**config.mk**
```make
export PLATFORM = sky130hd
export DESIGN_NAME = dual_channel_moisture_frequency_meter
export DESIGN_NICKNAME = d
export VERILOG_FILES = /design/src/hdl/dcmfm_pkg.sv /design/src/hdl/dcmfm_counter.sv /design/src/hdl/dcmfm_divider.sv /design/src/hdl/dual_channel_moisture_frequency_meter.sv
export SDC_FILE = /design/constraint.sdc
export NUM_CORES = 1
export LEC_CHECK = 0
export BUFFER_PORTS_ARGS = -buffer_cell sky130_fd_sc_hd__buf_2
export CAP_MARGIN = 20
export CORE_UTILIZATION = 50
export CTS_CLUSTER_DIAMETER = 80
export CTS_CLUSTER_SIZE = 30
export DETAILED_ROUTE_END_ITERATION = 8
export GPL_ROUTABILITY_DRIVEN = 0
export PLACE_DENSITY = 0.69
export SLEW_MARGIN = 20
export SYNTH_ARGS = -nofsm -noshare
export SYNTH_HDL_FRONTEND = slang
export SYNTH_HIERARCHICAL = 1
export SYNTH_SLANG_ARGS = --single-unit
```
**constraint.sdc**
```tcl
create_clock -name clock -period 14.6 [get_ports clock]
set_input_delay 2.19 -clock clock [delete_from_list [all_inputs] [get_ports clock]]
set_output_delay 2.19 -clock clock [all_outputs]
set_load 0.01 [all_outputs]
```
**src/hdl/dcmfm_pkg.sv**
```systemverilog
// ----------------------------------------------------------------------------
// dcmfm_pkg
// Shared widths, constants and types for the dual-channel moisture meter.
// ----------------------------------------------------------------------------
`default_nettype none

package dcmfm_pkg;

   localparam int COUNT_WIDTH = 24;
   localparam int LIMIT_WIDTH = 24;
   localparam int FIELD_WIDTH = 24;
   localparam int QUOT_WIDTH  = 14;
   localparam int CMP_WIDTH   = (COUNT_WIDTH > LIMIT_WIDTH) ? COUNT_WIDTH : LIMIT_WIDTH;
   localparam int PROD_WIDTH  = COUNT_WIDTH + QUOT_WIDTH;
   localparam int WORK_WIDTH  = COUNT_WIDTH + 1 + QUOT_WIDTH;
   localparam int STEP_WIDTH  = $clog2(QUOT_WIDTH);

   localparam logic [LIMIT_WIDTH-1:0] LIMIT_RESET = LIMIT_WIDTH'(200000);
   localparam logic [QUOT_WIDTH-1:0]  SCALE       = QUOT_WIDTH'(10000);
   localparam logic [COUNT_WIDTH-1:0] COUNT_MAX   = {COUNT_WIDTH{1'b1}};

   typedef struct packed {
      logic [COUNT_WIDTH-1:0] count;
      logic                   flag;
   } chan_type;

endpackage

`default_nettype wire

```
**src/hdl/dcmfm_counter.sv**
```systemverilog
// ----------------------------------------------------------------------------
// dcmfm_counter
// Rising-edge counter for one oscillator channel, saturating, with a sticky
// over-limit flag. Clears at the end of each window.
// ----------------------------------------------------------------------------
`default_nettype none

module dcmfm_counter
   import dcmfm_pkg::*;
(
   input  wire logic                   clock,
   input  wire logic                   reset,
   input  wire logic                   accept,
   input  wire logic                   level,
   input  wire logic                   window_end,
   input  wire logic [LIMIT_WIDTH-1:0] limit,
   output chan_type                    chan_next
);

   logic                   prev_ff;
   logic [COUNT_WIDTH-1:0] edges_ff;
   logic                   flag_ff;
   logic                   rise;
   logic [COUNT_WIDTH-1:0] edges_in;
   logic                   flag_in;

   always_comb begin
      rise     = !prev_ff && level;
      edges_in = edges_ff;
      if (rise && (edges_ff != COUNT_MAX)) begin
         edges_in = edges_ff + COUNT_WIDTH'(1);
      end
      flag_in = flag_ff || (rise && (CMP_WIDTH'(edges_in) > CMP_WIDTH'(limit)));
      chan_next.count = edges_in;
      chan_next.flag  = flag_in;
   end

   always_ff @(posedge clock) begin
      if (reset) begin
         prev_ff  <= 1'b1;
         edges_ff <= '0;
         flag_ff  <= 1'b0;
      end else if (accept) begin
         prev_ff <= level;
         if (window_end) begin
            edges_ff <= '0;
            flag_ff  <= 1'b0;
         end else begin
            edges_ff <= edges_in;
            flag_ff  <= flag_in;
         end
      end
   end

endmodule

`default_nettype wire

```
**src/hdl/dcmfm_divider.sv**
```systemverilog
// ----------------------------------------------------------------------------
// dcmfm_divider
// Moisture ratio unit: one constant multiply, then a restoring divide that
// resolves one quotient bit per cycle through a single subtract/compare.
// ----------------------------------------------------------------------------
`default_nettype none

module dcmfm_divider
   import dcmfm_pkg::*;
(
   input  wire logic                   clock,
   input  wire logic                   reset,
   input  wire logic                   start,
   input  wire logic [COUNT_WIDTH-1:0] soil,
   input  wire logic [COUNT_WIDTH-1:0] air,
   output logic                        done,
   output logic [QUOT_WIDTH-1:0]       quotient
);

   logic                    running_ff;
   logic                    done_ff;
   logic [STEP_WIDTH-1:0]   step_ff;
   logic [WORK_WIDTH-1:0]   work_ff;
   logic [WORK_WIDTH-1:0]   work_in;
   logic [COUNT_WIDTH-1:0]  diff;
   logic [PROD_WIDTH-1:0]   product;
   logic [WORK_WIDTH-1:0]   shifted;
   logic [COUNT_WIDTH:0]    top;
   logic [COUNT_WIDTH:0]    divisor;

   always_comb begin
      diff    = (soil < air) ? (air - soil) : '0;
      product = PROD_WIDTH'(diff) * PROD_WIDTH'(SCALE);
      shifted = work_ff << 1;
      top     = shifted[WORK_WIDTH-1:QUOT_WIDTH];
      divisor = {1'b0, air};
      work_in = shifted;
      if (top >= divisor) begin
         work_in[WORK_WIDTH-1:QUOT_WIDTH] = top - divisor;
         work_in[0] = 1'b1;
      end
   end

   always_ff @(posedge clock) begin
      if (reset) begin
         running_ff <= 1'b0;
         done_ff    <= 1'b0;
         step_ff    <= '0;
      end else begin
         done_ff <= 1'b0;
         if (start) begin
            running_ff <= 1'b1;
            step_ff    <= '0;
         end else if (running_ff) begin
            step_ff <= step_ff + STEP_WIDTH'(1);
            if (step_ff == STEP_WIDTH'(QUOT_WIDTH - 1)) begin
               running_ff <= 1'b0;
               done_ff    <= 1'b1;
            end
         end
      end
   end

   always_ff @(posedge clock) begin
      if (start) begin
         work_ff <= {1'b0, product};
      end else if (running_ff) begin
         work_ff <= work_in;
      end
   end

   assign done     = done_ff;
   assign quotient = work_ff[QUOT_WIDTH-1:0];

endmodule

`default_nettype wire

```
**src/hdl/dual_channel_moisture_frequency_meter.sv**
```systemverilog
// ----------------------------------------------------------------------------
// dual_channel_moisture_frequency_meter
// Counts rising edges of a soil-probe and an air-reference oscillator over a
// window and reports both counts and the moisture ratio at window end.
//
// req channel: one transaction per sample tick; tdata[0] soil level,
// tdata[1] air level, tlast marks the last tick of the window.
// rsp channel: one transaction per window, carrying counts, moisture and
// flags. csr port: overflow_limit at address 0.
// Ticks without tlast are taken one per cycle while the sequencer is idle. A
// window-end tick starts the ratio unit: a registered start loads the
// product, the restoring divider resolves one quotient bit per cycle, done
// is registered, then the result register is loaded, so rsp_tvalid rises
// and the next tick is taken once rsp is free.
// While a result waits in the rsp register, ordinary ticks keep being taken;
// a further window end waits in the final stage until rsp_tready drains it.
// Reset clears counts and flags, sets the level history to high and the
// limit to 200000.
// ----------------------------------------------------------------------------
`default_nettype none

module dual_channel_moisture_frequency_meter
   import dcmfm_pkg::*;
(
   input  wire logic        clock,
   input  wire logic        reset,
   // [0] soil_level, [1] air_level
   input  wire logic [7:0]  req_tdata,
   input  wire logic        req_tlast,
   input  wire logic        req_tvalid,
   output logic             req_tready,
   // [23:0] soil_count, [47:24] air_count, [61:48] moisture_centipercent
   output logic [63:0]      rsp_tdata,
   // [0] soil_overflow, [1] air_overflow, [2] reading_valid
   output logic [2:0]       rsp_tuser,
   output logic             rsp_tvalid,
   input  wire logic        rsp_tready,
   input  wire logic        csr_psel,
   input  wire logic        csr_penable,
   input  wire logic        csr_pwrite,
   input  wire logic [2:0]  csr_paddr,
   input  wire logic [31:0] csr_pwdata,
   output logic [31:0]      csr_prdata,
   output logic             csr_pready
);

   localparam logic [1:0] ST_IDLE = 2'd0;
   localparam logic [1:0] ST_RUN  = 2'd1;
   localparam logic [1:0] ST_DONE = 2'd2;

   localparam logic REG_LIMIT = 1'b0;

   logic [1:0]             state_ff;
   logic [1:0]             state_in;
   logic [LIMIT_WIDTH-1:0] limit_ff;
   logic [COUNT_WIDTH-1:0] snap_soil_ff;
   logic [COUNT_WIDTH-1:0] snap_air_ff;
   logic                   snap_soil_flag_ff;
   logic                   snap_air_flag_ff;
   logic                   start_ff;
   logic                   rsp_tvalid_ff;
   logic [63:0]            rsp_tdata_ff;
   logic [2:0]             rsp_tuser_ff;
   logic                   accept;
   logic                   window_hit;
   logic                   load_out;
   logic                   reading_ok;
   logic                   div_done;
   logic [QUOT_WIDTH-1:0]  quotient;
   logic [QUOT_WIDTH-1:0]  moisture;
   chan_type               soil_next;
   chan_type               air_next;

   assign req_tready = (state_ff == ST_IDLE);
   assign accept     = req_tvalid && req_tready;
   assign window_hit = accept && req_tlast;

   dcmfm_counter u_soil (
      .clock      (clock),
      .reset      (reset),
      .accept     (accept),
      .level      (req_tdata[0]),
      .window_end (req_tlast),
      .limit      (limit_ff),
      .chan_next  (soil_next)
   );

   dcmfm_counter u_air (
      .clock      (clock),
      .reset      (reset),
      .accept     (accept),
      .level      (req_tdata[1]),
      .window_end (req_tlast),
      .limit      (limit_ff),
      .chan_next  (air_next)
   );

   dcmfm_divider u_div (
      .clock    (clock),
      .reset    (reset),
      .start    (start_ff),
      .soil     (snap_soil_ff),
      .air      (snap_air_ff),
      .done     (div_done),
      .quotient (quotient)
   );

   // csr
   assign csr_pready = 1'b1;
   always_comb begin
      csr_prdata = '0;
      if (csr_paddr[2] == REG_LIMIT) begin
         csr_prdata = 32'(limit_ff);
      end
   end

   always_ff @(posedge clock) begin
      if (reset) begin
         limit_ff <= LIMIT_RESET;
      end else if (csr_psel && csr_penable && csr_pwrite && csr_pready &&
                   (csr_paddr[2] == REG_LIMIT)) begin
         limit_ff <= csr_pwdata[LIMIT_WIDTH-1:0];
      end
   end

   // sequencer
   always_comb begin
      load_out = (state_ff == ST_DONE) && (!rsp_tvalid_ff || rsp_tready);
      state_in = state_ff;
      case (state_ff)
         ST_IDLE: begin
            if (window_hit) begin
               state_in = ST_RUN;
            end
         end
         ST_RUN: begin
            if (div_done) begin
               state_in = ST_DONE;
            end
         end
         ST_DONE: begin
            if (load_out) begin
               state_in = ST_IDLE;
            end
         end
         default: state_in = ST_IDLE;
      endcase
   end

   always_ff @(posedge clock) begin
      if (reset) begin
         state_ff      <= ST_IDLE;
         start_ff      <= 1'b0;
         rsp_tvalid_ff <= 1'b0;
      end else begin
         state_ff <= state_in;
         start_ff <= window_hit;
         if (load_out) begin
            rsp_tvalid_ff <= 1'b1;
         end else if (rsp_tready) begin
            rsp_tvalid_ff <= 1'b0;
         end
      end
   end

   always_ff @(posedge clock) begin
      if (window_hit) begin
         snap_soil_ff      <= soil_next.count;
         snap_air_ff       <= air_next.count;
         snap_soil_flag_ff <= soil_next.flag;
         snap_air_flag_ff  <= air_next.flag;
      end
   end

   // result register
   always_comb begin
      reading_ok = (snap_soil_ff != '0) && (snap_air_ff != '0);
      moisture   = reading_ok ? quotient : '0;
   end

   always_ff @(posedge clock) begin
      if (load_out) begin
         rsp_tdata_ff <= {2'b00, moisture, FIELD_WIDTH'(snap_air_ff),
                          FIELD_WIDTH'(snap_soil_ff)};
         rsp_tuser_ff <= {reading_ok, snap_air_flag_ff, snap_soil_flag_ff};
      end
   end

   assign rsp_tvalid = rsp_tvalid_ff;
   assign rsp_tdata  = rsp_tdata_ff;
   assign rsp_tuser  = rsp_tuser_ff;

endmodule

`default_nettype wire

```
# Yosys cells after proc, flatten, opt, wreduce, memory -nomap -nowiden
# Cells that the tools add are included.
dict set report op_classes {
  addsub 5
  mul 1
  order_cmp 4
  n_eq_ne 8
  muxes 22
  bitwise_logic 2
  n_reduce_logical 27
}
# operator count
set op_table {}
lappend op_table {{two-way mux 24 bit} 7}
lappend op_table {{two-way mux 38 bit} 2}
lappend op_table {{adder 24 x 1 -> 24 bit (second input constant)} 2}
lappend op_table {{greater-than comparator 24 bit} 2}
lappend op_table {{!= test 24 bit (second input constant)} 2}
lappend op_table {{nonzero test 24 bit} 2}
lappend op_table {{subtractor 24 bit} 2}
lappend op_table {{multiplier 24 x 10 -> 34 bit (second input constant)} 1}
lappend op_table {{greater-or-equal comparator 25 x 24 -> 1 bit} 1}
lappend op_table {{< comparator 24 bit} 1}
lappend op_table {{logical AND 1 bit} 13}
lappend op_table {{two-way mux 1 bit} 9}
lappend op_table {{two-way mux 2 bit} 3}
lappend op_table {{one-hot mux 2 bit (3 select lines)} 1}
lappend op_table {{adder 4 x 1 -> 4 bit (second input constant)} 1}
lappend op_table {{equality test 4 bit (second input constant)} 1}
lappend op_table {{!= test 2 x 1 -> 1 bit (second input constant)} 2}
lappend op_table {{nonzero test 2 bit} 2}
lappend op_table {{zero test 1 bit} 3}
lappend op_table {{logical OR 1 bit} 3}
lappend op_table {{AND reduction 3 bit} 1}
lappend op_table {{OR reduction 3 bit} 1}
lappend op_table {{equality test 2 x 1 -> 1 bit (second input constant)} 1}
lappend op_table {{equality test 2 bit (second input constant)} 1}
lappend op_table {{4 further kinds} 5}
dict set report word_totals {
  ff_bits 239
  inputBits 51
  output_inout_bits 102
  word_cells 91
}

# Logic depth before layout (Yosys ltp)
dict set report depth {
  depth_word 8
  depth_mapped 29
  ltp_nobuf 28
}

# Hierarchy
# The synthesis kept the hierarchy.
# module n_inst cells_per_inst area_each_um2 seq_area_each_um2
set modules_own_cells {}
lappend modules_own_cells {dcmfm_divider 1 979 8594.5 1221.2}
lappend modules_own_cells {dual_channel_moisture_frequency_meter 1 313 4964.8 4013.8}
lappend modules_own_cells {{dcmfm_counter (u_soil)} 1 318 2474.9 520.5}
lappend modules_own_cells {{dcmfm_counter (u_air)} 1 303 2294.7 520.5}

# Worst setup path after synthesis
# OpenSTA, ideal clock, no wires.
dict set report synth_path {
  kind {register to register}
  startpoint {register snap_soil_ff[0]}
  endpoint {register u_div.work_ff[30] (data pin)}
  setup_ns 0.261
  t_arrival_ns 6.934
  t_required_ns 14.339
  setup_slack_ns 7.405
  stages_incl_launch_ff 25
  path_buffers 1
  period_less_slack_ns 7.195
  cell_sequence {edfxtp_1 > ha_1 > fa_1 > and2b_1 > o21ai_1 > a21oi_2 > nor3_1 > o311a_1 > o21a_1 > buf_2 > nor3b_1 > fa_1 > ha_1 > fa_1 > ha_1 > fa_1 > ha_1 > and3_1 > and3_1 > a22oi_1 > nand4_1 > nand2_1 > o21ai_0 > xor2_1 > a221o_1}
}
dict set report synth_between {
  elab_chain_cells 4
  elab_cells_between_ends 5
  cone_classes {add/sub: 1; mul: 1; order compare: 1; mux: 2}
}
# element line
set synth_rtl {}
lappend synth_rtl {{start: declaration} dual_channel_moisture_frequency_meter.sv:56} ;# logic [COUNT_WIDTH-1:0] snap_soil_ff;
lappend synth_rtl {{start signal: assignment} dual_channel_moisture_frequency_meter.sv:168} ;# snap_soil_ff <= soil_next.count;
lappend synth_rtl {{subtractor 24 bit / < comparator 24 bit (equally long branches)} dcmfm_divider.sv:32} ;# diff = (soil < air) ? (air - soil) : '0;
lappend synth_rtl {{two-way mux 24 bit *} dcmfm_divider.sv:32}
lappend synth_rtl {{multiplier 24 x 10 -> 34 bit *} dcmfm_divider.sv:33} ;# product = PROD_WIDTH'(diff) * PROD_WIDTH'(SCALE);
lappend synth_rtl {{two-way mux 38 bit *} dcmfm_divider.sv:65} ;# if (start) begin
lappend synth_rtl {{end signal: assignment} dcmfm_divider.sv:66} ;# work_ff <= {1'b0, product};
lappend synth_rtl {{end signal: assignment} dcmfm_divider.sv:68} ;# work_ff <= work_in;
lappend synth_rtl {{end: declaration} dcmfm_divider.sv:23} ;# logic [WORK_WIDTH-1:0] work_ff;
# Every way passes the cells marked *; elsewhere a longest branch is shown, timed or not.
# A chain may end at the register's enable or synchronous reset.

# Worst setup path after layout
dict set report layout_path {
  startpoint {register snap_air_ff[1]}
  endpoint {register u_div.work_ff[35] (data pin)}
}
dict set report layout_between {
  elab_chain_cells 4
  elab_cells_between_ends 9
  cone_classes {add/sub: 2; mul: 1; order compare: 2; mux: 4}
}
# element line
set layout_rtl {}
lappend layout_rtl {{start: declaration} dual_channel_moisture_frequency_meter.sv:57} ;# logic [COUNT_WIDTH-1:0] snap_air_ff;
lappend layout_rtl {{start signal: assignment} dual_channel_moisture_frequency_meter.sv:169} ;# snap_air_ff <= air_next.count;
lappend layout_rtl {{subtractor 24 bit, or another cell as far along} dcmfm_divider.sv:32}
lappend layout_rtl {{two-way mux 24 bit, on equally long branches} {dcmfm_divider.sv:32, dcmfm_divider.sv:38}}
lappend layout_rtl {{multiplier 24 x 10 -> 34 bit / two-way mux 38 bit (equally long branches)} {dcmfm_divider.sv:33, dcmfm_divider.sv:67}}
lappend layout_rtl {{two-way mux 38 bit *} dcmfm_divider.sv:65}
# Every way passes the cells marked *; elsewhere a longest branch is shown, timed or not. The select of a mux whose other input is x is not followed.

==> impl_metrics.py <==
metrics = {
    "global_routing": {
        "track_usage_pct": 25.5,
        "grt_max_degree": 66,
        "grt_pass1_vias": 14100,
        "grt_pass1_wl_um": 76400,
        "overflow": 0,
        "antenna_found_initial": 1,
    },
    "timing": {
        "period_needed_ns": 8.20,
        "fin_skew_ns": 0.0197,
        "drv_slew": 0,
        "finalHoldViolCount": 0,
        "fin_tns_setup_ns": 0,
        "tightest_slew_ns": 1.10,
        "maxSlewHeadroom_pct": 26.6,
        "fmax_ghz": 0.122,
        "setup_viol": 0,
        "rsz0062_at_grt": "no",
        "finalCritPeriodShare_pct": 56.2,
        "fin_worst_hold_slack_ns": 0.431,
    },
    "synthesis": {
        "postSynthCellCount": 1913,
        "ys_async_sr_fraction_pct": 0,
        "ys_ff_latch": 239,
        "ys.flop_type": "edfxtp_1",
        "synth_edf_count": 149,
        "avgSynthCellArea_um2": 9.58,
        "ys_seq_area_share_pct": 34.2,
        "synth-simple-area-share_pct": 16.8,
        "synthTopCellsByCount": "193 x ha_1, 193 x inv_1, 167 x nand2_1",
        "synth_compound_area_share_pct": 15.7,
        "synth_mux_area_share_pct": 1.61,
        "yosys_warnings": 6,
        "synth.top_cell.area_share_pct": 24.4,
        "yosys-top-cells-area": "edfxtp_1 24%, ha_1 13%, dfxtp_1 9.8%, fa_1 6.7%, inv_1 4.0%",
        "synth-xor-area-share_pct": 4.92,
        "netlist_area_um2": 18300,
        "synth_top_cell_by_area": "edfxtp_1",
        "yosys.area_share.adder_pct": 19.8,
        "synthDistinctLibCells": 103,
        "synth_top_family_by_area": "adder cells",
    },
    "setup_path": {
        "path_cells": "inv_1 > fa_1 > and2b_1 > o21ai_1 > a21oi_2 > nor3_1 > o311a_1 > o21a_1 > a311oi_2 > fa_1 > ha_1 > fa_1 > ha_1 > fa_1 > ha_1 > nand3_1 > nor3_1 > nand3_1 > a311oi_1 > nor2_1 > o21ai_0 > xor2_1 > a221o_1",
        "cp_slowest_stage_delay_ns": 0.86,
        "crit_cells": 23,
        "crit_family": "adder cells",
        "end_kind": "register",
        "worst_ep_arrival_time_ns": 8.47,
        "r2r-start": "snap_air_ff[1]",
        "start_kind": "register",
        "critPathMaxFanout": 16,
        "crit_buf_inv": 1,
        "required_ns": 14.86,
        "worst-setup-path-type": "register to register",
        "critPathSlowestCell": "a311oi_2",
        "crit_top_cell": "fa_1",
        "r2r_cells": 23,
        "crit_start": "snap_air_ff[1]",
    },
    "routing": {
        "routed_wl_um": 48200,
        "wl_per_cell_um": 19.6,
        "viasPerCell": 5.92,
        "m1WireLength_um": 20800,
        "met3_length_um": 2680,
        "first_iter_violations": 1158,
        "dr_wl_met2_um": 23500,
        "drc": 0,
        "top_layer": "met4",
        "num_vias": 14600,
        "ant_nets": 0,
        "dr.pass1.iters": 7,
    },
    "clock_network": {
        "tritoncts": "done",
        "cts-buffers-inserted": 14,
        "clk_pin_slew_ns": 0.10,
        "cts_hold_buf": 0,
        "clk_latency_ns": 0.51,
        "postCtsSetupBuffers": 0,
        "clock_path_buffers": 3,
        "cts_max_level": 1,
        "root_buffer": "clkbuf_16",
        "cts_resized": 0,
        "cts.sinks": 239,
    },
    "die": {
        "rows": 69,
        "die_area_um2": 37400,
        "die_x_um": 193,
        "io_pins": 153,
        "die_h_um": 193,
        "core_um2": 35800,
        "initial_core_util_pct": 51.2,
    },
    "place": {
        "dp_hpwl_um": 37100,
        "port_buffers": 125,
    },
    "hold_path": {
        "worstHoldStart": "snap_air_flag_ff",
        "hold_class": "register to register",
        "holdPathStages": 0,
    },
    "power": {
        "seq_power_share_pct": 39.0,
        "comb_power_share_pct": 37.1,
        "ir_drop_mv": 0.0740,
        "clkPwrFrac_pct": 23.8,
        "swShare_pct": 36.2,
        "power.switching_uw": 703,
        "p_total_mw": 1.94,
        "p_leak_nw": 8.49,
        "pwr_density_cell_nw_per_um2": 98.6,
        "internal_power_mw": 1.24,
    },
    "layout": {
        "nNetsFinal": 2294,
        "area_growth_pct": 7.36,
        "fillers": 3149,
        "drive_above_1_share_pct": 10.8,
    },
    "status": {
        "status": "finished, final reports clean",
    },
    "run": {
        "maxCapViolCount": 0,
    },
}
[placed cells by master (no fill, tap or decap), types with 10 or more instances in the layout]
cell type and count:
nand3b_1 15, a31oi_1 22, a211oi_1 15, o211ai_1 17
o21a_1 11, and3_1 16, fa_1 61, dfxtp_1 90
nand3_1 44, nand2_1 167, nand4_1 36, buf_2 125
a21o_1 35, xnor2_1 65, nor3_1 30, buf_4 12
conb_1 11, ha_1 193, a22o_1 14, nor2b_1 39
and2_1 10, nor2_1 97, inv_1 193, o21ai_0 74
clkbuf_16 16, nand2b_1 12, a21oi_1 129, mux2i_1 25
xor2_1 38, o21bai_1 12, or3_1 16, nor4_1 23
o31ai_1 10, nor3b_1 16, edfxtp_1 149
[layer usage]
metal | global-route usage [%] | vias to the layer above
li1 | - | 6991
met1 | 33.5 | 6975
met2 | 44.8 | 523
met3 | 2.44 | 74
met4 | 7.17 | 0
met5 | 0 | -
[worst register-to-register path: cells and delay by family, from the launching register on]
family	cells	cell delay (ns)
adders and majority gates	7	3.03
AOI/OAI and AO/OA	8	3.00
and+or+nand+nor	6	0.99
DFF	1	0.60
buffers and inverters	1	0.22
xor gates and xnor gates	1	0.13
[power groups by stage]
stage	sequential (mW)	combinational [mW]	clock (mW)
floorplan	0.761	0.557	0
global placement	0.772	0.694	0
detailed placement	0.772	0.707	0
CTS	0.757	0.716	0.474
global route	0.759	0.819	0.496
finish	0.758	0.721	0.463
[layout make-up]
class / count / area (um^2) / share of cell area (%)
multi-input cells: 1403 / 10900 / 55.2
diodes: 1 / 2.50 / 0.0127
clock buffers: 16 / 400 / 2.03
inverters: 193 / 724 / 3.68
well taps: 461 / 577 / 2.93
flip-flops and latches: 239 / 6280 / 31.9
clock inverters: 8 / 111 / 0.566
repair buffers: 138 / 727 / 3.69
[sequential cells by signal (all words and copies together) (netlist names), 2 cells and up]
signal / count
limit_ff: 24
rsp_tdata: 62
snap_air_ff: 24
snap_soil_ff: 24
rsp_tuser: 3
u_div/work_ff: 38
u_soil/edges_ff: 24
u_air/edges_ff: 24
u_div/step_ff: 4
state_ff: 2
[cell families after synthesis]
kind of cell / Yosys count
AOI/OAI and AO/OA: 428
xor gates and xnor gates: 103
adders and majority gates: 254
buffers and inverters: 280
DFF: 239
muxes: 29
other: 2
and+or+nand+nor: 578
[worst paths after layout]
kind / slack, ns / endpoint
setup / recovery: 6.40 / u_div/work_ff[35]
hold / removal: 0.43 / rsp_tuser[1]
setup reg to reg: 6.40 / u_div/work_ff[35]
hold reg to reg: 0.43 / rsp_tuser[1]
[through the flow]
step	worst slack, ns	std cells	cell area (um^2)	utilization (%)
6_report	6.40	2459	19700	54.9
3_3_place_gp	6.45	2433	19200	53.5
2_1_floorplan	7.41	1922	18400	-
3_5_place_dp	6.46	2433	19200	53.5
5_1_grt	6.03	2458	19700	54.9
4_1_cts	6.41	2457	19700	54.9
No activity file was read; power rests on OpenSTA's default activity.
